--- src/hdl/rpa_pkg.sv ---
package rpa_pkg;

    localparam int NUM_BINS   = 1024;
    localparam int BIN_BITS   = 10;
    localparam int COORD_BITS = 10;
    localparam int CFG_IDX_W  = 3;
    localparam int CFG_DATA_W = 19;

    localparam logic [CFG_IDX_W-1:0] REG_CENTER_X = 3'd0;
    localparam logic [CFG_IDX_W-1:0] REG_CENTER_Y = 3'd1;
    localparam logic [CFG_IDX_W-1:0] REG_CENTER_Z = 3'd2;
    localparam logic [CFG_IDX_W-1:0] REG_BIN_STEP = 3'd3;
    localparam logic [CFG_IDX_W-1:0] REG_INV_STEP = 3'd4;
    localparam logic [CFG_IDX_W-1:0] REG_RAD_MIN  = 3'd5;
    localparam logic [CFG_IDX_W-1:0] REG_RAD_MAX  = 3'd6;

    localparam logic OP_VOXEL = 1'b0;
    localparam logic OP_READ  = 1'b1;

    localparam logic [29:0] COUNT_MAX  = 30'h3FFF_FFFF;
    localparam logic [18:0] RADIUS_MAX = 19'h7FFFF;

    typedef struct packed {
        logic                   op;
        logic [COORD_BITS-1:0]  pos_x;
        logic [COORD_BITS-1:0]  pos_y;
        logic [COORD_BITS-1:0]  pos_z;
        logic signed [15:0]     voxel_value;
        logic [9:0]             bin_index;
    } t_in_item;

    typedef struct packed {
        logic [18:0]        bin_radius;
        logic [29:0]        voxel_count;
        logic signed [15:0] mean_value;
        logic [15:0]        std_value;
    } t_out_item;

    // Classified command passed from front to back through the queue
    typedef struct packed {
        logic                is_read;
        logic                keep;      // voxel passed range checks
        logic [BIN_BITS-1:0] bin;
        logic signed [15:0]  value;
        logic [18:0]         radius;    // saturated radius for reads
    } t_cmd;

    typedef struct packed {
        logic [17:0] center_x;
        logic [17:0] center_y;
        logic [17:0] center_z;
        logic [15:0] bin_step;
        logic [15:0] inv_step;
        logic [18:0] rad_min;
        logic [18:0] rad_max;
    } t_cfg;

endpackage

--- src/hdl/rpa_front.sv ---
// Command classifier: voxel distance, bin index and range test, or read radius. One item at a time.
module rpa_front (
    input  logic            i_clk,
    input  logic            i_rst_n,
    input  rpa_pkg::t_cfg   i_cfg,
    input  logic            i_valid,
    output logic            o_ready,
    input  rpa_pkg::t_in_item i_item,
    output logic            o_cmd_valid,
    input  logic            i_cmd_ready,
    output rpa_pkg::t_cmd   o_cmd
);
    import rpa_pkg::*;

    typedef enum logic [2:0] {S_IDLE, S_SQ, S_SQRT, S_BIN, S_CHK, S_RNG, S_OUT} t_state;

    t_state       r_state;
    t_in_item     r_item;
    logic [1:0]   r_axis;
    logic [39:0]  r_d2;
    logic [39:0]  r_rem;
    logic [20:0]  r_root;
    logic [4:0]   r_it;
    logic [36:0]  r_kprod;
    logic [35:0]  r_rprod;
    t_cmd         r_cmd;

    logic signed [19:0] w_delta;
    logic [17:0]        w_c;
    logic [COORD_BITS+7:0] w_p;
    logic [19:0]        w_mag;
    logic [41:0]        w_trial;
    logic [20:0]        w_k;

    always_comb begin
        case (r_axis)
            2'd0:    begin w_p = {r_item.pos_x, 8'd0}; w_c = i_cfg.center_x; end
            2'd1:    begin w_p = {r_item.pos_y, 8'd0}; w_c = i_cfg.center_y; end
            default: begin w_p = {r_item.pos_z, 8'd0}; w_c = i_cfg.center_z; end
        endcase
        w_delta = $signed({2'b00, w_p}) - $signed({2'b00, w_c});
        w_mag   = w_delta[19] ? 20'(-w_delta) : 20'(w_delta);
        w_trial = {r_rem, r_d2[39:38]} - {19'd0, r_root, 2'b01};
        w_k     = r_kprod[36:16];
    end

    assign o_ready     = (r_state == S_IDLE);
    assign o_cmd_valid = (r_state == S_OUT);
    assign o_cmd       = r_cmd;

    always_ff @(posedge i_clk) begin
        if (!i_rst_n) begin
            r_state <= S_IDLE;
        end else begin
            case (r_state)
                S_IDLE: begin
                    if (i_valid) begin
                        r_item <= i_item;
                        r_axis <= 2'd0;
                        r_d2   <= '0;
                        r_state <= (i_item.op == OP_READ) ? S_CHK : S_SQ;
                        r_rprod <= 36'(i_item.bin_index) * 36'(i_cfg.bin_step);
                    end
                end
                S_SQ: begin
                    r_d2 <= r_d2 + 40'(w_mag) * 40'(w_mag);
                    if (r_axis == 2'd2) begin
                        r_state <= S_SQRT;
                        r_rem   <= '0;
                        r_root  <= '0;
                        r_it    <= '0;
                    end
                    r_axis <= r_axis + 2'd1;
                end
                S_SQRT: begin
                    // restoring square root, one result bit a cycle
                    if (!w_trial[41]) begin
                        r_rem  <= w_trial[39:0];
                        r_root <= {r_root[19:0], 1'b1};
                    end else begin
                        r_rem  <= {r_rem[37:0], r_d2[39:38]};
                        r_root <= {r_root[19:0], 1'b0};
                    end
                    r_d2 <= {r_d2[37:0], 2'b00};
                    r_it <= r_it + 5'd1;
                    if (r_it == 5'd19) r_state <= S_BIN;
                end
                S_BIN: begin
                    r_kprod <= 37'(r_root) * 37'(i_cfg.inv_step) + 37'd32768;
                    r_state <= S_CHK;
                end
                S_CHK: begin
                    if (r_item.op == OP_READ) begin
                        r_cmd.is_read <= 1'b1;
                        r_cmd.keep    <= 1'b1;
                        r_cmd.bin     <= r_item.bin_index;
                        r_cmd.radius  <= (r_rprod > 36'(RADIUS_MAX)) ? RADIUS_MAX
                                                                    : r_rprod[18:0];
                        r_cmd.value   <= '0;
                        r_state <= S_OUT;
                    end else begin
                        r_rprod <= 36'(w_k[BIN_BITS-1:0]) * 36'(i_cfg.bin_step);
                        r_cmd.keep <= (w_k < 21'(NUM_BINS));
                        r_cmd.bin  <= w_k[BIN_BITS-1:0];
                        r_cmd.is_read <= 1'b0;
                        r_cmd.value <= r_item.voxel_value;
                        r_cmd.radius <= '0;
                        r_state <= S_RNG;
                    end
                end
                S_RNG: begin
                    // range test on the bin's radius (bin index times bin step)
                    r_cmd.keep <= r_cmd.keep && (r_rprod >= 36'(i_cfg.rad_min))
                                  && (r_rprod <= 36'(i_cfg.rad_max));
                    r_state <= S_OUT;
                end
                S_OUT: begin
                    if (i_cmd_ready) begin
                        r_state <= S_IDLE;
                    end
                end
                default: r_state <= S_IDLE;
            endcase
        end
    end
endmodule

--- config.mk ---
export PLATFORM = sky130hd
export DESIGN_NAME = rpa_front
export DESIGN_NICKNAME = d
export VERILOG_FILES = /design/src/hdl/rpa_pkg.sv /design/src/hdl/rpa_front.sv
export SDC_FILE = /design/constraint.sdc
export NUM_CORES = 2
export LEC_CHECK = 0
export BUFFER_PORTS_ARGS = -buffer_cell sky130_fd_sc_hd__buf_4
export CORE_UTILIZATION = 45
export DETAILED_ROUTE_END_ITERATION = 8
export PLACE_DENSITY = 0.68
export SETUP_SLACK_MARGIN = 0.5
export SYNTH_ARGS = -nofsm -noshare
export SYNTH_HDL_FRONTEND = slang
export SYNTH_SLANG_ARGS = --single-unit
--- constraint.sdc ---
create_clock -name i_clk -period 26.6 [get_ports i_clk]
set_input_delay 5.32 -clock i_clk [delete_from_list [all_inputs] [get_ports i_clk]]
set_output_delay 5.32 -clock i_clk [all_outputs]
set_load 0.01 [all_outputs]
==> flow_summary_export.csv <==
group,metric,value,unit
cells_and_area,fin_util,0.496,
clock_tree,numCtsBuffers,35,
synth,synth.area.top_cells,"fa_1, edfxtp_1, ha_1",
sta,slew_viol_final,0,
clock_tree,root_buffer,"clkbuf_16",
floorplan,die-height,323,um
worst_setup_path,cp.required,26.87,ns
worst_setup_path,crit_slowest_cell,"xor2_1",
synth,synth_top_flop_cell,"edfxtp_1",
floorplan,rows,117,
sta,finalCritPeriodShare,0.614,
worst_setup_path,cp_slowest_stage_delay,0.76,ns
place,portBuffers,233,
synth,synth_area,46400,um2
synth,synthCells,4905,
cells_and_area,layout_commonest_cell,"inv_1",
floorplan,io_pins,234,
place,gp_congestion,0.918,
run,max-cap-violations,0,
synth,synth_top_area_frac,0.344,
grt,grt_max_degree,74,
place,hpwl,89.6,mm
routing,drc,0,
grt,overflow,0,
worst_setup_path,path_class,"in -> reg",
cells_and_area,layout_common_cells,"inv_1, fa_1, nand2_1",
sta,hold_ws,0.534,ns
worst_setup_path,cp.arrival,16.59,ns
worst_setup_path,critPathLaunchType,"primary input",
sta,max_freq,61.3,MHz
synth,postSynth.asyncResetShare,0,
routing,drt_iter0_drc,2122,
cells_and_area,final_nets,6494,
routing,antenna_left,0,
synth,synth_cell_types,92,
routing,via_count,33900,
worst_setup_path,end_kind,"flip-flop",
sta,fin_skew,0.0197,ns
sta,max_slew_margin,0.118,
synth,synth_area_per_cell,9.45,um2
grt,antenna_found_initial,1,
cells_and_area,synthToLayoutAreaGrowth,9.12,%
synth,synth_edf_count,259,
place,dpl.cell_count,6379,
clock_tree,worstSkewPairLatency,0.56,ns
sta,setup_viol,0,
clock_tree,hold_buffers,0,
clock_tree,cts_tree,"yes",
synth,ys_seq_area_frac,0.169,
synth,yosys_warnings,0,
floorplan,dieArea,104000,um2
sta,final-hold-violation-count,0,
grt,grtUsageTotal,0.230,
grt,grt_pass1_vias,35800,
sta,worst_pin_slew,1.31,ns
sta,tns,0,ns
status,status,"finished clean",
clock_tree,clock_path_buffers,3,
sta,period_minus_slack,16.32,ns
clock_tree,clock_sinks,262,
floorplan,die_w,323,um
clock_tree,cts-htree-levels,2,
routing,wire_per_inst,17.9,um
routing,via_per_inst,5.26,
synth,yosysTopAreaCell,"fa_1",
clock_tree,cts_resized,0,
min_path,hold_path_class,"reg -> reg",
worst_setup_path,crit_fanout,21,
clock_tree,path_clk_slew,0.06,ns
floorplan,start_util,0.454,
cells_and_area,drive_above_1_share,0.0810,
clock_tree,cts_setup_buffers,0,
sta,rsz0062_at_grt,"false",
routing,routed_wl,115,mm
synth,ys_ff_latch,262,
floorplan,placeableCoreArea,102000,um2
routing,dr.pass1.iters,5,
cells_and_area,stdcell_count,6442,
worst_setup_path,cp_common_cell,"inv_1",
grt,grt_pass1_wl,190,mm
flip-flops by register name (all words and copies together), names as in the netlist, 5 cells and up:
name and count:
o_cmd 47, r_d2 40, r_it 5, r_item 57, r_kprod 21, r_rem 40
r_root 21, r_rprod 26
cell usage after synthesis (all sizes together) (15+ instances only):
| library cell | number |
|---|---|
| nor2 | 236 |
| buf | 25 |
| o21a | 43 |
| a31oi | 25 |
| nor2b | 34 |
| and3 | 15 |
| and2 | 278 |
| nand3 | 37 |
| inv | 1018 |
| ha | 464 |
| nor3 | 39 |
| a211oi | 18 |
| edfxtp | 259 |
| o21ai | 97 |
| a21o | 76 |
| nand2b | 23 |
| a22oi | 15 |
| xor2 | 60 |
| o21bai | 19 |
| clkbuf | 174 |
| xnor2 | 116 |
| a21oi | 162 |
| nor4 | 20 |
| nand4 | 17 |
| fa | 797 |
| nand2 | 646 |
| a22o | 25 |
routing by layer:
metal,track usage,vias to the layer above,routed length [um]
li1,-,15600,-
met4,0.0672,2,3370
met5,0,-,8
met2,0.397,1008,56900
met3,0.0318,185,7040
met1,0.300,17100,48100
stage by stage:
step                worst slack (ns)  instance area, um2
floorplan                      11.43               46500
global placement               10.01               49500
detailed placement              9.91               49500
CTS                            10.47               50600
global route                    9.74               50600
finish                         10.28               50600
area by class of cell:
type	count	area, um2
diodes	1	2.50
clock buffers	37	905
clock inverters	25	225
fillers	9497	51400
inverters	1019	3820
multi-input cells	3463	34100
flip-flops and latches	262	7840
well taps	1368	1710
repair buffers	267	2000
worst max-delay path: cells and delay by family:
kind / cells / cell delay, ns
buffers and inverters: 10 / 1.48
and+or+nand+nor: 4 / 0.95
xor gates and xnor gates: 2 / 0.89
adders and majority gates: 9 / 4.15
AOI/OAI and AO/OA: 15 / 3.76
final timing paths:
path | from | to | slack (ns) | cells after the start
worst max-delay path | i_cfg[106] | r_d2[39] | 10.28 | 40
worst min register to register | r_item[19] | o_cmd[28] | 0.53 | 1
worst min-delay path | r_item[19] | o_cmd[28] | 0.53 | 1
worst max register to register | r_axis[0] | r_d2[39] | 13.86 | 43
logic make-up (layout without fill, tap and decap cells):
family	count (synthesis)	in the layout	share of synthesized area
other	2	41	0.000162
AND/OR/NAND/NOR	1394	1394	0.141
buffers and inverters	1218	1348	0.0999
XOR/XNOR	176	176	0.0342
AO/OA/AOI/OAI	578	578	0.0833
adder cells (fa/ha/maj)	1261	1261	0.469
flip-flops	262	262	0.169
multiplexers	14	14	0.00335
Power is not shown: default switching activity piles up to over one toggle a cycle in this logic, so the estimate is an artifact.
