`src/hdl/rpa_pkg.sv`:
```
package rpa_pkg;

    localparam int NUM_BINS   = 1024;
    localparam int BIN_BITS   = 10;
    localparam int COORD_BITS = 10;
    localparam int CFG_IDX_W  = 3;
    localparam int CFG_DATA_W = 19;

    localparam logic [CFG_IDX_W-1:0] REG_CENTER_X = 3'd0;
    localparam logic [CFG_IDX_W-1:0] REG_CENTER_Y = 3'd1;
    localparam logic [CFG_IDX_W-1:0] REG_CENTER_Z = 3'd2;
    localparam logic [CFG_IDX_W-1:0] REG_BIN_STEP = 3'd3;
    localparam logic [CFG_IDX_W-1:0] REG_INV_STEP = 3'd4;
    localparam logic [CFG_IDX_W-1:0] REG_RAD_MIN  = 3'd5;
    localparam logic [CFG_IDX_W-1:0] REG_RAD_MAX  = 3'd6;

    localparam logic OP_VOXEL = 1'b0;
    localparam logic OP_READ  = 1'b1;

    localparam logic [29:0] COUNT_MAX  = 30'h3FFF_FFFF;
    localparam logic [18:0] RADIUS_MAX = 19'h7FFFF;

    typedef struct packed {
        logic                   op;
        logic [COORD_BITS-1:0]  pos_x;
        logic [COORD_BITS-1:0]  pos_y;
        logic [COORD_BITS-1:0]  pos_z;
        logic signed [15:0]     voxel_value;
        logic [9:0]             bin_index;
    } t_in_item;

    typedef struct packed {
        logic [18:0]        bin_radius;
        logic [29:0]        voxel_count;
        logic signed [15:0] mean_value;
        logic [15:0]        std_value;
    } t_out_item;

    // Classified command passed from front to back through the queue
    typedef struct packed {
        logic                is_read;
        logic                keep;      // voxel passed range checks
        logic [BIN_BITS-1:0] bin;
        logic signed [15:0]  value;
        logic [18:0]         radius;    // saturated radius for reads
    } t_cmd;

    typedef struct packed {
        logic [17:0] center_x;
        logic [17:0] center_y;
        logic [17:0] center_z;
        logic [15:0] bin_step;
        logic [15:0] inv_step;
        logic [18:0] rad_min;
        logic [18:0] rad_max;
    } t_cfg;

endpackage

```
`src/hdl/rpa_queue.sv`:
```
// Two-entry command queue between front and back.
module rpa_queue (
    input  logic          i_clk,
    input  logic          i_rst_n,
    input  logic          i_valid,
    output logic          o_ready,
    input  rpa_pkg::t_cmd i_cmd,
    output logic          o_valid,
    input  logic          i_ready,
    output rpa_pkg::t_cmd o_cmd
);
    import rpa_pkg::*;

    t_cmd       r_mem [2];
    logic       r_wp, r_rp;
    logic [1:0] r_cnt;

    logic w_push, w_pop;

    assign o_ready = (r_cnt != 2'd2);
    assign o_valid = (r_cnt != 2'd0);
    assign o_cmd   = r_mem[r_rp];
    assign w_push  = i_valid && o_ready;
    assign w_pop   = o_valid && i_ready;

    always_ff @(posedge i_clk) begin
        if (w_push) r_mem[r_wp] <= i_cmd;
        if (!i_rst_n) begin
            r_wp <= 1'b0; r_rp <= 1'b0; r_cnt <= 2'd0;
        end else begin
            if (w_push) r_wp <= ~r_wp;
            if (w_pop)  r_rp <= ~r_rp;
            r_cnt <= r_cnt + 2'(w_push) - 2'(w_pop);
        end
    end
endmodule

```
`config.mk`:
```
export PLATFORM = sky130hd
export DESIGN_NAME = rpa_queue
export DESIGN_NICKNAME = d
export VERILOG_FILES = /design/src/hdl/rpa_pkg.sv /design/src/hdl/rpa_queue.sv
export SDC_FILE = /design/constraint.sdc
export NUM_CORES = 1
export LEC_CHECK = 0
export BUFFER_PORTS_ARGS = -buffer_cell sky130_fd_sc_hd__buf_4
export CAP_MARGIN = 20
export CORE_MARGIN = 4
export CORE_UTILIZATION = 50
export CTS_CLUSTER_SIZE = 14
export DETAILED_ROUTE_END_ITERATION = 12
export GPL_TIMING_DRIVEN = 0
export PLACE_DENSITY = 0.81
export SETUP_SLACK_MARGIN = 0.15
export SLEW_MARGIN = 0
export SYNTH_ARGS = -nofsm -noshare
export SYNTH_HDL_FRONTEND = slang
export SYNTH_SLANG_ARGS = --single-unit
export TNS_END_PERCENT = 100
```
`constraint.sdc`:
```
create_clock -name i_clk -period 5.45 [get_ports i_clk]
set_input_delay 0.545 -clock i_clk [delete_from_list [all_inputs] [get_ports i_clk]]
set_output_delay 0.545 -clock i_clk [all_outputs]
set_load 0.1 [all_outputs]
```
==> flow_metrics.env, run 1 <==
export IMPL_outcome="complete, no violations"
export IMPL_setup_ws_ps=3280
export IMPL_fin_nets=335
export IMPL_drtIter0Drc=49
export IMPL_clk_path_buf_depth=2
export IMPL_antenna_found_initial=0
export IMPL_tritoncts="done"
export IMPL_critPathRequiredTime_ps=4910
export IMPL_period_share=0.398
export IMPL_coreArea_mm2=0.00725
export IMPL_cpMaxStageDelayCell="dfxtp_1"
export IMPL_tns_ps=0
export IMPL_drive_gt1_frac=0.592
export IMPL_start_kind="flip-flop"
export IMPL_power_internal_w=0.00158
export IMPL_diodes=0
export IMPL_cts_htree_levels=3
export IMPL_grt_max_degree=30
export IMPL_rr_worst_depth=4
export IMPL_cts_buffers=9
export IMPL_critPathMaxStageDelay_ps=350
export IMPL_rsz0062_at_grt="no"
export IMPL_power_total_w=0.00289
export IMPL_fmax_mhz=461
export IMPL_p_clk_frac=0.170
export IMPL_worst_slew_pin_transition_ps=604
export IMPL_relSlewSlack=0.597
export IMPL_num_rows=31
export IMPL_setup_violations=0
export IMPL_grt_first_pass_wirelength_um=9450
export IMPL_syn_area_per_cell_um2=22.1
export IMPL_power_density_mw_per_mm2=592
export IMPL_worstPathCellList="buf_6, buf_6, mux2_4, buf_4"
export IMPL_synthCells=170
export IMPL_combPwrFrac=0.490
export IMPL_ant_nets=0
export IMPL_syn_num_nets=223
export IMPL_syn_area_mm2=0.00375
export IMPL_cp_top_family="buffers and inverters"
export IMPL_cts_setup_buffers=0
export IMPL_hp_class="in -> reg"
export IMPL_routed_wl_um=6130
export IMPL_clkLatencyLatePin_ps=340
export IMPL_gp_congestion=0.673
export IMPL_p_leak_nw=1.89
export IMPL_overflow=0
export IMPL_maxSlewViolCount=0
export IMPL_die_area_mm2=0.00895
export IMPL_critPathKind="reg -> out"
export IMPL_chipHeight_um=94.6
export IMPL_initial_core_util=0.517
export IMPL_die_x_um=94.6
export IMPL_dp_cells=370
export IMPL_grt_total_usage=0.143
export IMPL_dp_hpwl_um=4230
export IMPL_finClkSkew_ps=6.38
export IMPL_max_cap_violations=0
export IMPL_area_delta_synth_final_pct=30.2
export IMPL_dr_pass1_iters=4
export IMPL_cp_num_buf_inv=3
export IMPL_grt_pass1_vias=1975
export IMPL_clk_pin_slew_ps=90
export IMPL_worst_path_stages=4
export IMPL_crit_path_max_fanout=10
export IMPL_ys_seq_area_frac=0.780
export IMPL_cts_hold_buf=0
export IMPL_final_util=0.673
export IMPL_vias_per_cell=4.90
export IMPL_route_detailed_drc=0
export IMPL_power_frac_seq=0.340
export IMPL_cts_root_buffer="clkbuf_8"
export IMPL_peakVddDrop_v=0.000394
export IMPL_endpoint_kind="output port"
export IMPL_fin_cells=386
export IMPL_swShare=0.453
export IMPL_ys_warn_count=0
export IMPL_period_minus_slack_ps=2170
export IMPL_wire_per_inst_um=15.9
export IMPL_place_ws_ps=3510
export IMPL_holdPathStages=1
export IMPL_crit_top_cell="buf_6"
export IMPL_hold_viol=0
export IMPL_vias=1891
export IMPL_io_buffers=99
export IMPL_top_level_ports=100
export IMPL_synth_seq_cells=99
export IMPL_worst_endpoint_arrival_ps=1620
export IMPL_power_switching_w=0.00131
export IMPL_ctsResizeCount=0
export IMPL_ys_types=18
export IMPL_clock_sinks=99
==> power groups by stage <==
stage          Combinational, W  Clock, W  Sequential [W]
2_1_floorplan           0.00116         0        0.000999
3_3_place_gp            0.00140         0         0.00101
3_5_place_dp            0.00143         0         0.00100
4_1_cts                 0.00143  0.000505        0.000985
5_1_grt                 0.00147  0.000534        0.000994
6_report                0.00141  0.000491        0.000984
==> stage by stage <==
step | area, um2 | hold WS [ps]
floorplan | 3750 | 455
global placement | 4620 | 466
detailed placement | 4660 | 533
CTS | 4880 | 354
global route | 4880 | 350
finish | 4880 | 374
==> worst register-to-register path, cell delays in order (launching register included) <==
cell      delay (ps)
dfxtp_1          370
nand2b_1         180
nand2_1          170
nor2_4           510
buf_12           290
==> sequential cells by signal (all words and copies together), names as in the netlist, named ones only <==
name and count:
r_cnt 2, r_mem 94, r_rp 1, r_wp 1
==> synth_stat cells (all sizes together) <==
cell	number	area share
mux2	47	0.17
dfxtp	5	0.027
and2	2	0.0033
nor2b	2	0.0033
buf	5	0.013
xnor2	3	0.0070
ha	2	0.0067
and3	1	0.0017
nand2	2	0.0020
nor2	1	0.0010
mux2i	1	0.0027
or2	1	0.0017
inv	1	0.0010
o21a	1	0.0020
nand2b	2	0.0033
edfxtp	94	0.75
==> path summary, 6_finish.rpt <==
| path | start | end | slack, ps |
|---|---|---|---|
| max | flip-flop | o_cmd[28] | 3280 |
| min | i_cmd[43] | r_mem[0][43]$_DFFE_PP_ | 370 |
| max reg2reg | r_cnt[0]$_SDFF_PN0_ | r_mem[0][21]$_DFFE_PP_ | 3640 |
| min reg2reg | r_rp$_SDFFE_PN0P_ | flip-flop | 560 |
==> metal layers <==
metal | up-vias | wire length [um] | track usage
met3 | 10 | 416 | 0.0367
met5 | - | 0 | 0
met4 | 0 | 112 | 0.0721
li1 | 882 | - | -
met1 | 939 | 2310 | 0.162
met2 | 60 | 3290 | 0.249
==> cells by family (layout without fill, tap and decap cells) <==
| family | after synthesis | after routing | synth area share |
|---|---|---|---|
| adder cells (fa/ha/maj) | 2 | 2 | 0.00667 |
| buffers and inverters | 6 | 123 | 0.0143 |
| AND/OR/NAND/NOR | 11 | 11 | 0.0164 |
| XOR/XNOR | 3 | 3 | 0.00701 |
| AO/OA/AOI/OAI | 1 | 1 | 0.00200 |
| flip-flops | 99 | 99 | 0.780 |
| multiplexers | 48 | 48 | 0.174 |
==> final cells by class <==
| cell class | instances | area (um2) |
|---|---|---|
| Tap cell | 99 | 124 |
| Fill cell | 492 | 2370 |
| Buffer | 5 | 50.0 |
| Sequential cell | 99 | 2920 |
| Inverter | 1 | 3.75 |
| Multi-Input combinational cell | 65 | 781 |
| Timing Repair Buffer | 101 | 783 |
| Clock inverter | 7 | 92.6 |
| Clock buffer | 9 | 124 |
==> cell usage in the layout, fill, tap and decap left out, types with 3 or more instances in the layout <==
cell	netlist	layout
xnor2_1	3	3
dfxtp_1	5	5
buf_6	4	4
clkbuf_8	0	9
mux2_4	30	30
mux2_2	17	17
buf_4	0	99
edfxtp_1	94	94
(Power assumes the default switching activity.)
==> inputs of run 2 (changes only) <==
==> constraint.sdc (replaced) <==
create_clock -name i_clk -period 2.05 [get_ports i_clk]
set_input_delay 0.205 -clock i_clk [delete_from_list [all_inputs] [get_ports i_clk]]
set_output_delay 0.205 -clock i_clk [all_outputs]
set_load 0.1 [all_outputs]
==> flow_metrics.env, run 2 (synthesized netlist as in run 1, its figures left out) <==
export IMPL_outcome="complete, no violations"
export IMPL_fmax_mhz=556
export IMPL_chipHeight_um=94.6
export IMPL_grt_pass1_vias=1953
export IMPL_period_minus_slack_ps=1800
export IMPL_endpoint_kind="output port"
export IMPL_vias_per_cell=4.76
export IMPL_regMostFlops="r_mem"
export IMPL_mostFrequentLayoutCells="buf_4 (103), edfxtp_1 (94), mux2_4 (30)"
export IMPL_grt_first_pass_wirelength_um=9290
export IMPL_routed_wl_um=6110
export IMPL_wire_per_inst_um=15.7
export IMPL_gp_congestion=0.642
export IMPL_vias=1855
export IMPL_period_share=0.878
export IMPL_power_density_mw_per_mm2=1540
export IMPL_grt_max_degree=48
export IMPL_reg_top3="r_mem: 94 flops, r_cnt: 2 flops"
export IMPL_io_buffers=99
export IMPL_critPathKind="reg -> out"
export IMPL_regArea_mm2=0.00292
export IMPL_overflow=0
export IMPL_clkLatencyLatePin_ps=350
export IMPL_cts_hold_buf=0
export IMPL_cts_htree_levels=3
export IMPL_r2r_start="r_cnt[0]$_SDFF_PN0_"
export IMPL_tritoncts="done"
export IMPL_place_ws_ps=169
export IMPL_hp_class="in -> reg"
export IMPL_finClkSkew_ps=9.66
export IMPL_initial_core_util=0.517
export IMPL_clk_pin_slew_ps=90
export IMPL_largest_reg_flops=94
export IMPL_top_level_ports=100
export IMPL_peakVddDrop_v=0.000956
export IMPL_antenna_found_initial=0
export IMPL_multiInputGateArea_um2=806
export IMPL_num_rows=31
export IMPL_die_area_mm2=0.00895
export IMPL_max_cap_violations=0
export IMPL_clk_path_buf_depth=2
export IMPL_p_leak_nw=1.88
export IMPL_start_kind="flip-flop"
export IMPL_setup_violations=0
export IMPL_diodes=0
export IMPL_num_fill_cells=519
export IMPL_cts_root_buffer="clkbuf_8"
export IMPL_die_x_um=94.6
export IMPL_critPathRequiredTime_ps=1850
export IMPL_cts_buffers=9
export IMPL_drive_gt1_frac=0.605
export IMPL_worst_endpoint_arrival_ps=1590
export IMPL_coreArea_mm2=0.00725
export IMPL_setup_ws_ps=250
export IMPL_clock_sinks=99
export IMPL_dr_pass1_iters=4
export IMPL_worst_slew_pin_transition_ps=808
export IMPL_crit_path_max_fanout=10
export IMPL_relSlewSlack=0.461
export IMPL_ant_nets=0
export IMPL_final_common_cell="buf_4"
export IMPL_drtIter0Drc=58
export IMPL_rsz0062_at_grt="no"
export IMPL_area_delta_synth_final_pct=30.0
export IMPL_dp_hpwl_um=3980
export IMPL_route_detailed_drc=0
export IMPL_min_from="i_cmd[40]"
export IMPL_power_total_w=0.00749
export IMPL_fin_nets=339
export IMPL_tns_ps=0
export IMPL_hold_viol=0
export IMPL_grt_total_usage=0.140
export IMPL_maxSlewViolCount=0
[run 2: repair_timing]
item / CTS / global route
pin swaps: 1 / 1
gates cloned: 0 / 1
setup buffers: 0 / 4
endpoints found under the setup margin: 4 / 49
hold endpoints to repair: 0 / 0
gates resized for setup: 1 / 1
[run 2: final timing paths]
check,endpoint,slack (ps),cells after the start
worst min register to register,flip-flop,540,2
worst min-delay path,r_mem[1][40]$_DFFE_PP_,30,1
worst max-delay path,o_cmd[27],250,4
worst max register to register,r_mem[0][41]$_DFFE_PP_,450,3
[run 2: where the power goes]
group	internal [W]	switching, W	leakage (nW)
clock	0.000429	0.000611	0.0771
sequential	0.00254	0.0000869	0.920
combinational	0.00103	0.00279	0.888
total	0.00400	0.00348	1.88
[run 2: critical path: stages (launching register included)]
cell	delay [ps]
dfxtp_1	350
buf_6	160
buf_6	190
mux2_4	320
buf_4	230
[run 2: stage by stage]
step,instances,util,hold slack [ps],cell area [um2]
floorplan,170,-,304,3770
global placement,368,0.640,390,4640
detailed placement,369,0.644,393,4670
CTS,385,0.666,16.3,4830
global route,390,0.672,6.10,4870
finish,390,0.672,33.5,4870
[run 2: layer usage]
| layer | global-route usage | part of all wire | up-vias | routed length, um |
|---|---|---|---|---|
| met2 | 0.235 | 0.51 | 65 | 3140 |
| li1 | - | - | 889 | - |
| met5 | 0 | 0 | - | 0 |
| met3 | 0.0478 | 0.074 | 8 | 451 |
| met1 | 0.166 | 0.40 | 893 | 2440 |
| met4 | 0.0613 | 0.012 | 0 | 74 |
[run 2: final cells by class]
| type | count | area share |
|---|---|---|
| Clock inverter | 6 | 0.00668 |
| Clock buffer | 10 | 0.0262 |
| Multi-Input combinational cell | 66 | 0.165 |
| Timing Repair Buffer | 104 | 0.164 |
| Inverter | 1 | 0.000770 |
| Tap cell | 99 | 0.0254 |
| Sequential cell | 99 | 0.600 |
| Buffer | 5 | 0.0110 |
==> inputs of run 3 (changes only) <==
--- a/config.mk
+++ b/config.mk
@@ -7,7 +7,6 @@
 export LEC_CHECK = 0
 export BUFFER_PORTS_ARGS = -buffer_cell sky130_fd_sc_hd__buf_4
 export CAP_MARGIN = 20
-export CORE_MARGIN = 4
 export CORE_UTILIZATION = 50
 export CTS_CLUSTER_SIZE = 14
 export DETAILED_ROUTE_END_ITERATION = 12
==> flow_metrics.env, run 3 (synthesized netlist as in run 1, its figures left out) <==
export IMPL_critPathRequiredTime_ps=1850
export IMPL_fmax_mhz=551
export IMPL_clock_sinks=99
export IMPL_initial_core_util=0.517
export IMPL_drtIter0Drc=71
export IMPL_vias=1879
export IMPL_wire_per_inst_um=15.5
export IMPL_period_minus_slack_ps=1820
export IMPL_gp_congestion=0.648
export IMPL_grt_first_pass_wirelength_um=8850
export IMPL_cts_root_buffer="clkbuf_8"
export IMPL_hold_viol=0
export IMPL_fin_nets=335
export IMPL_outcome="complete, no violations"
export IMPL_cts_htree_levels=3
export IMPL_maxSlewViolCount=0
export IMPL_coreArea_mm2=0.00725
export IMPL_num_rows=31
export IMPL_antenna_found_initial=0
export IMPL_top_level_ports=100
export IMPL_grt_total_usage=0.161
export IMPL_tns_ps=0
export IMPL_overflow=0
export IMPL_start_kind="flip-flop"
export IMPL_dr_pass1_iters=4
export IMPL_p_leak_nw=1.91
export IMPL_area_delta_synth_final_pct=31.4
export IMPL_diodes=0
export IMPL_cts_buffers=9
export IMPL_clk_path_buf_depth=2
export IMPL_route_detailed_drc=0
export IMPL_reg_top3="r_mem: 94 flops, r_cnt: 2 flops"
export IMPL_setup_violations=0
export IMPL_endpoint_kind="output port"
export IMPL_io_buffers=99
export IMPL_worst_slew_pin_transition_ps=661
export IMPL_largest_reg_flops=94
export IMPL_final_common_cell="buf_4"
export IMPL_mostFrequentLayoutCells="buf_4 (99), edfxtp_1 (94), mux2_4 (30)"
export IMPL_clkLatencyLatePin_ps=360
export IMPL_worst_endpoint_arrival_ps=1610
export IMPL_dp_hpwl_um=3980
export IMPL_crit_path_max_fanout=10
export IMPL_grt_max_degree=48
export IMPL_tritoncts="done"
export IMPL_peakVddDrop_v=0.00112
export IMPL_rsz0062_at_grt="yes"
export IMPL_die_x_um=88.6
export IMPL_drive_gt1_frac=0.605
export IMPL_clk_pin_slew_ps=90
export IMPL_grt_pass1_vias=1907
export IMPL_fin_cells=385
export IMPL_critPathKind="reg -> out"
export IMPL_cts_setup_buffers=0
export IMPL_routed_wl_um=5960
export IMPL_hp_class="in -> reg"
export IMPL_finClkSkew_ps=8.32
export IMPL_relSlewSlack=0.559
export IMPL_die_area_mm2=0.00785
export IMPL_ant_nets=0
export IMPL_vias_per_cell=4.88
export IMPL_period_share=0.885
export IMPL_max_cap_violations=0
export IMPL_dp_cells=370
export IMPL_regMostFlops="r_mem"
export IMPL_power_density_mw_per_mm2=1590
export IMPL_chipHeight_um=88.6
==> run 3: layer usage <==
metal	GRT usage	vias to the layer above	routed length, um
met2	0.287	60	3240
met4	0.0880	0	125
met3	0.0532	12	361
li1	-	883	-
met5	0	-	0
met1	0.167	924	2230
==> run 3: power breakdown <==
part           internal, W  switching, W  total (W)  leakage [nW]
sequential         0.00254     0.0000878    0.00263         0.920
clock             0.000802      0.000618    0.00142         0.112
combinational      0.00102       0.00278    0.00380         0.874
total              0.00436       0.00348    0.00784          1.91
==> run 3: layout make-up <==
| type | count | area, um2 |
|---|---|---|
| inverter | 1 | 3.75 |
| buffer | 5 | 53.8 |
| timing repair buffer | 101 | 791 |
| clock inverter | 5 | 103 |
| clock buffer | 10 | 128 |
| sequential | 99 | 2920 |
| multi-input combinational | 65 | 800 |
| tap | 99 | 124 |
| fill | 502 | 2330 |
==> run 3: path summary, 6_finish.rpt <==
check,from,endpoint,slack [ps],cells after the start
worst max-delay path,flip-flop,o_cmd[27],230,4
worst min register to register,r_wp$_SDFFE_PN0N_,r_wp$_SDFFE_PN0N_,540,2
worst min-delay path,i_cmd[23],r_mem[1][23]$_DFFE_PP_,30,1
worst max register to register,r_cnt[1]$_SDFF_PN0_,r_cnt[1]$_SDFF_PN0_,410,7
==> run 3: repair_timing <==
action / CTS / global route
gates resized for setup: 1 / 1
endpoints found under the setup margin: 10 / 22
hold buffers: 0 / 0
pin swaps: 0 / 0
==> run 3: critical path, stage by stage, from the launching register on <==
cell	delay, ps
dfxtp_1	340
buf_6	170
buf_6	200
mux2_4	310
buf_4	230
==> run 3: per-stage QoR <==
step / util / total power [W] / cell area (um2) / hold WS [ps] / worst slack, ps
6_report: 0.679 / 0.00784 / 4930 / 25.3 / 235
4_1_cts: 0.679 / 0.00790 / 4920 / 9.44 / 207
2_1_floorplan: - / 0.00576 / 3770 / 304 / 151
3_5_place_dp: 0.646 / 0.00650 / 4690 / 392 / 163
3_3_place_gp: 0.640 / 0.00640 / 4640 / 390 / 24.2
5_1_grt: 0.679 / 0.00811 / 4930 / 4.24 / 139
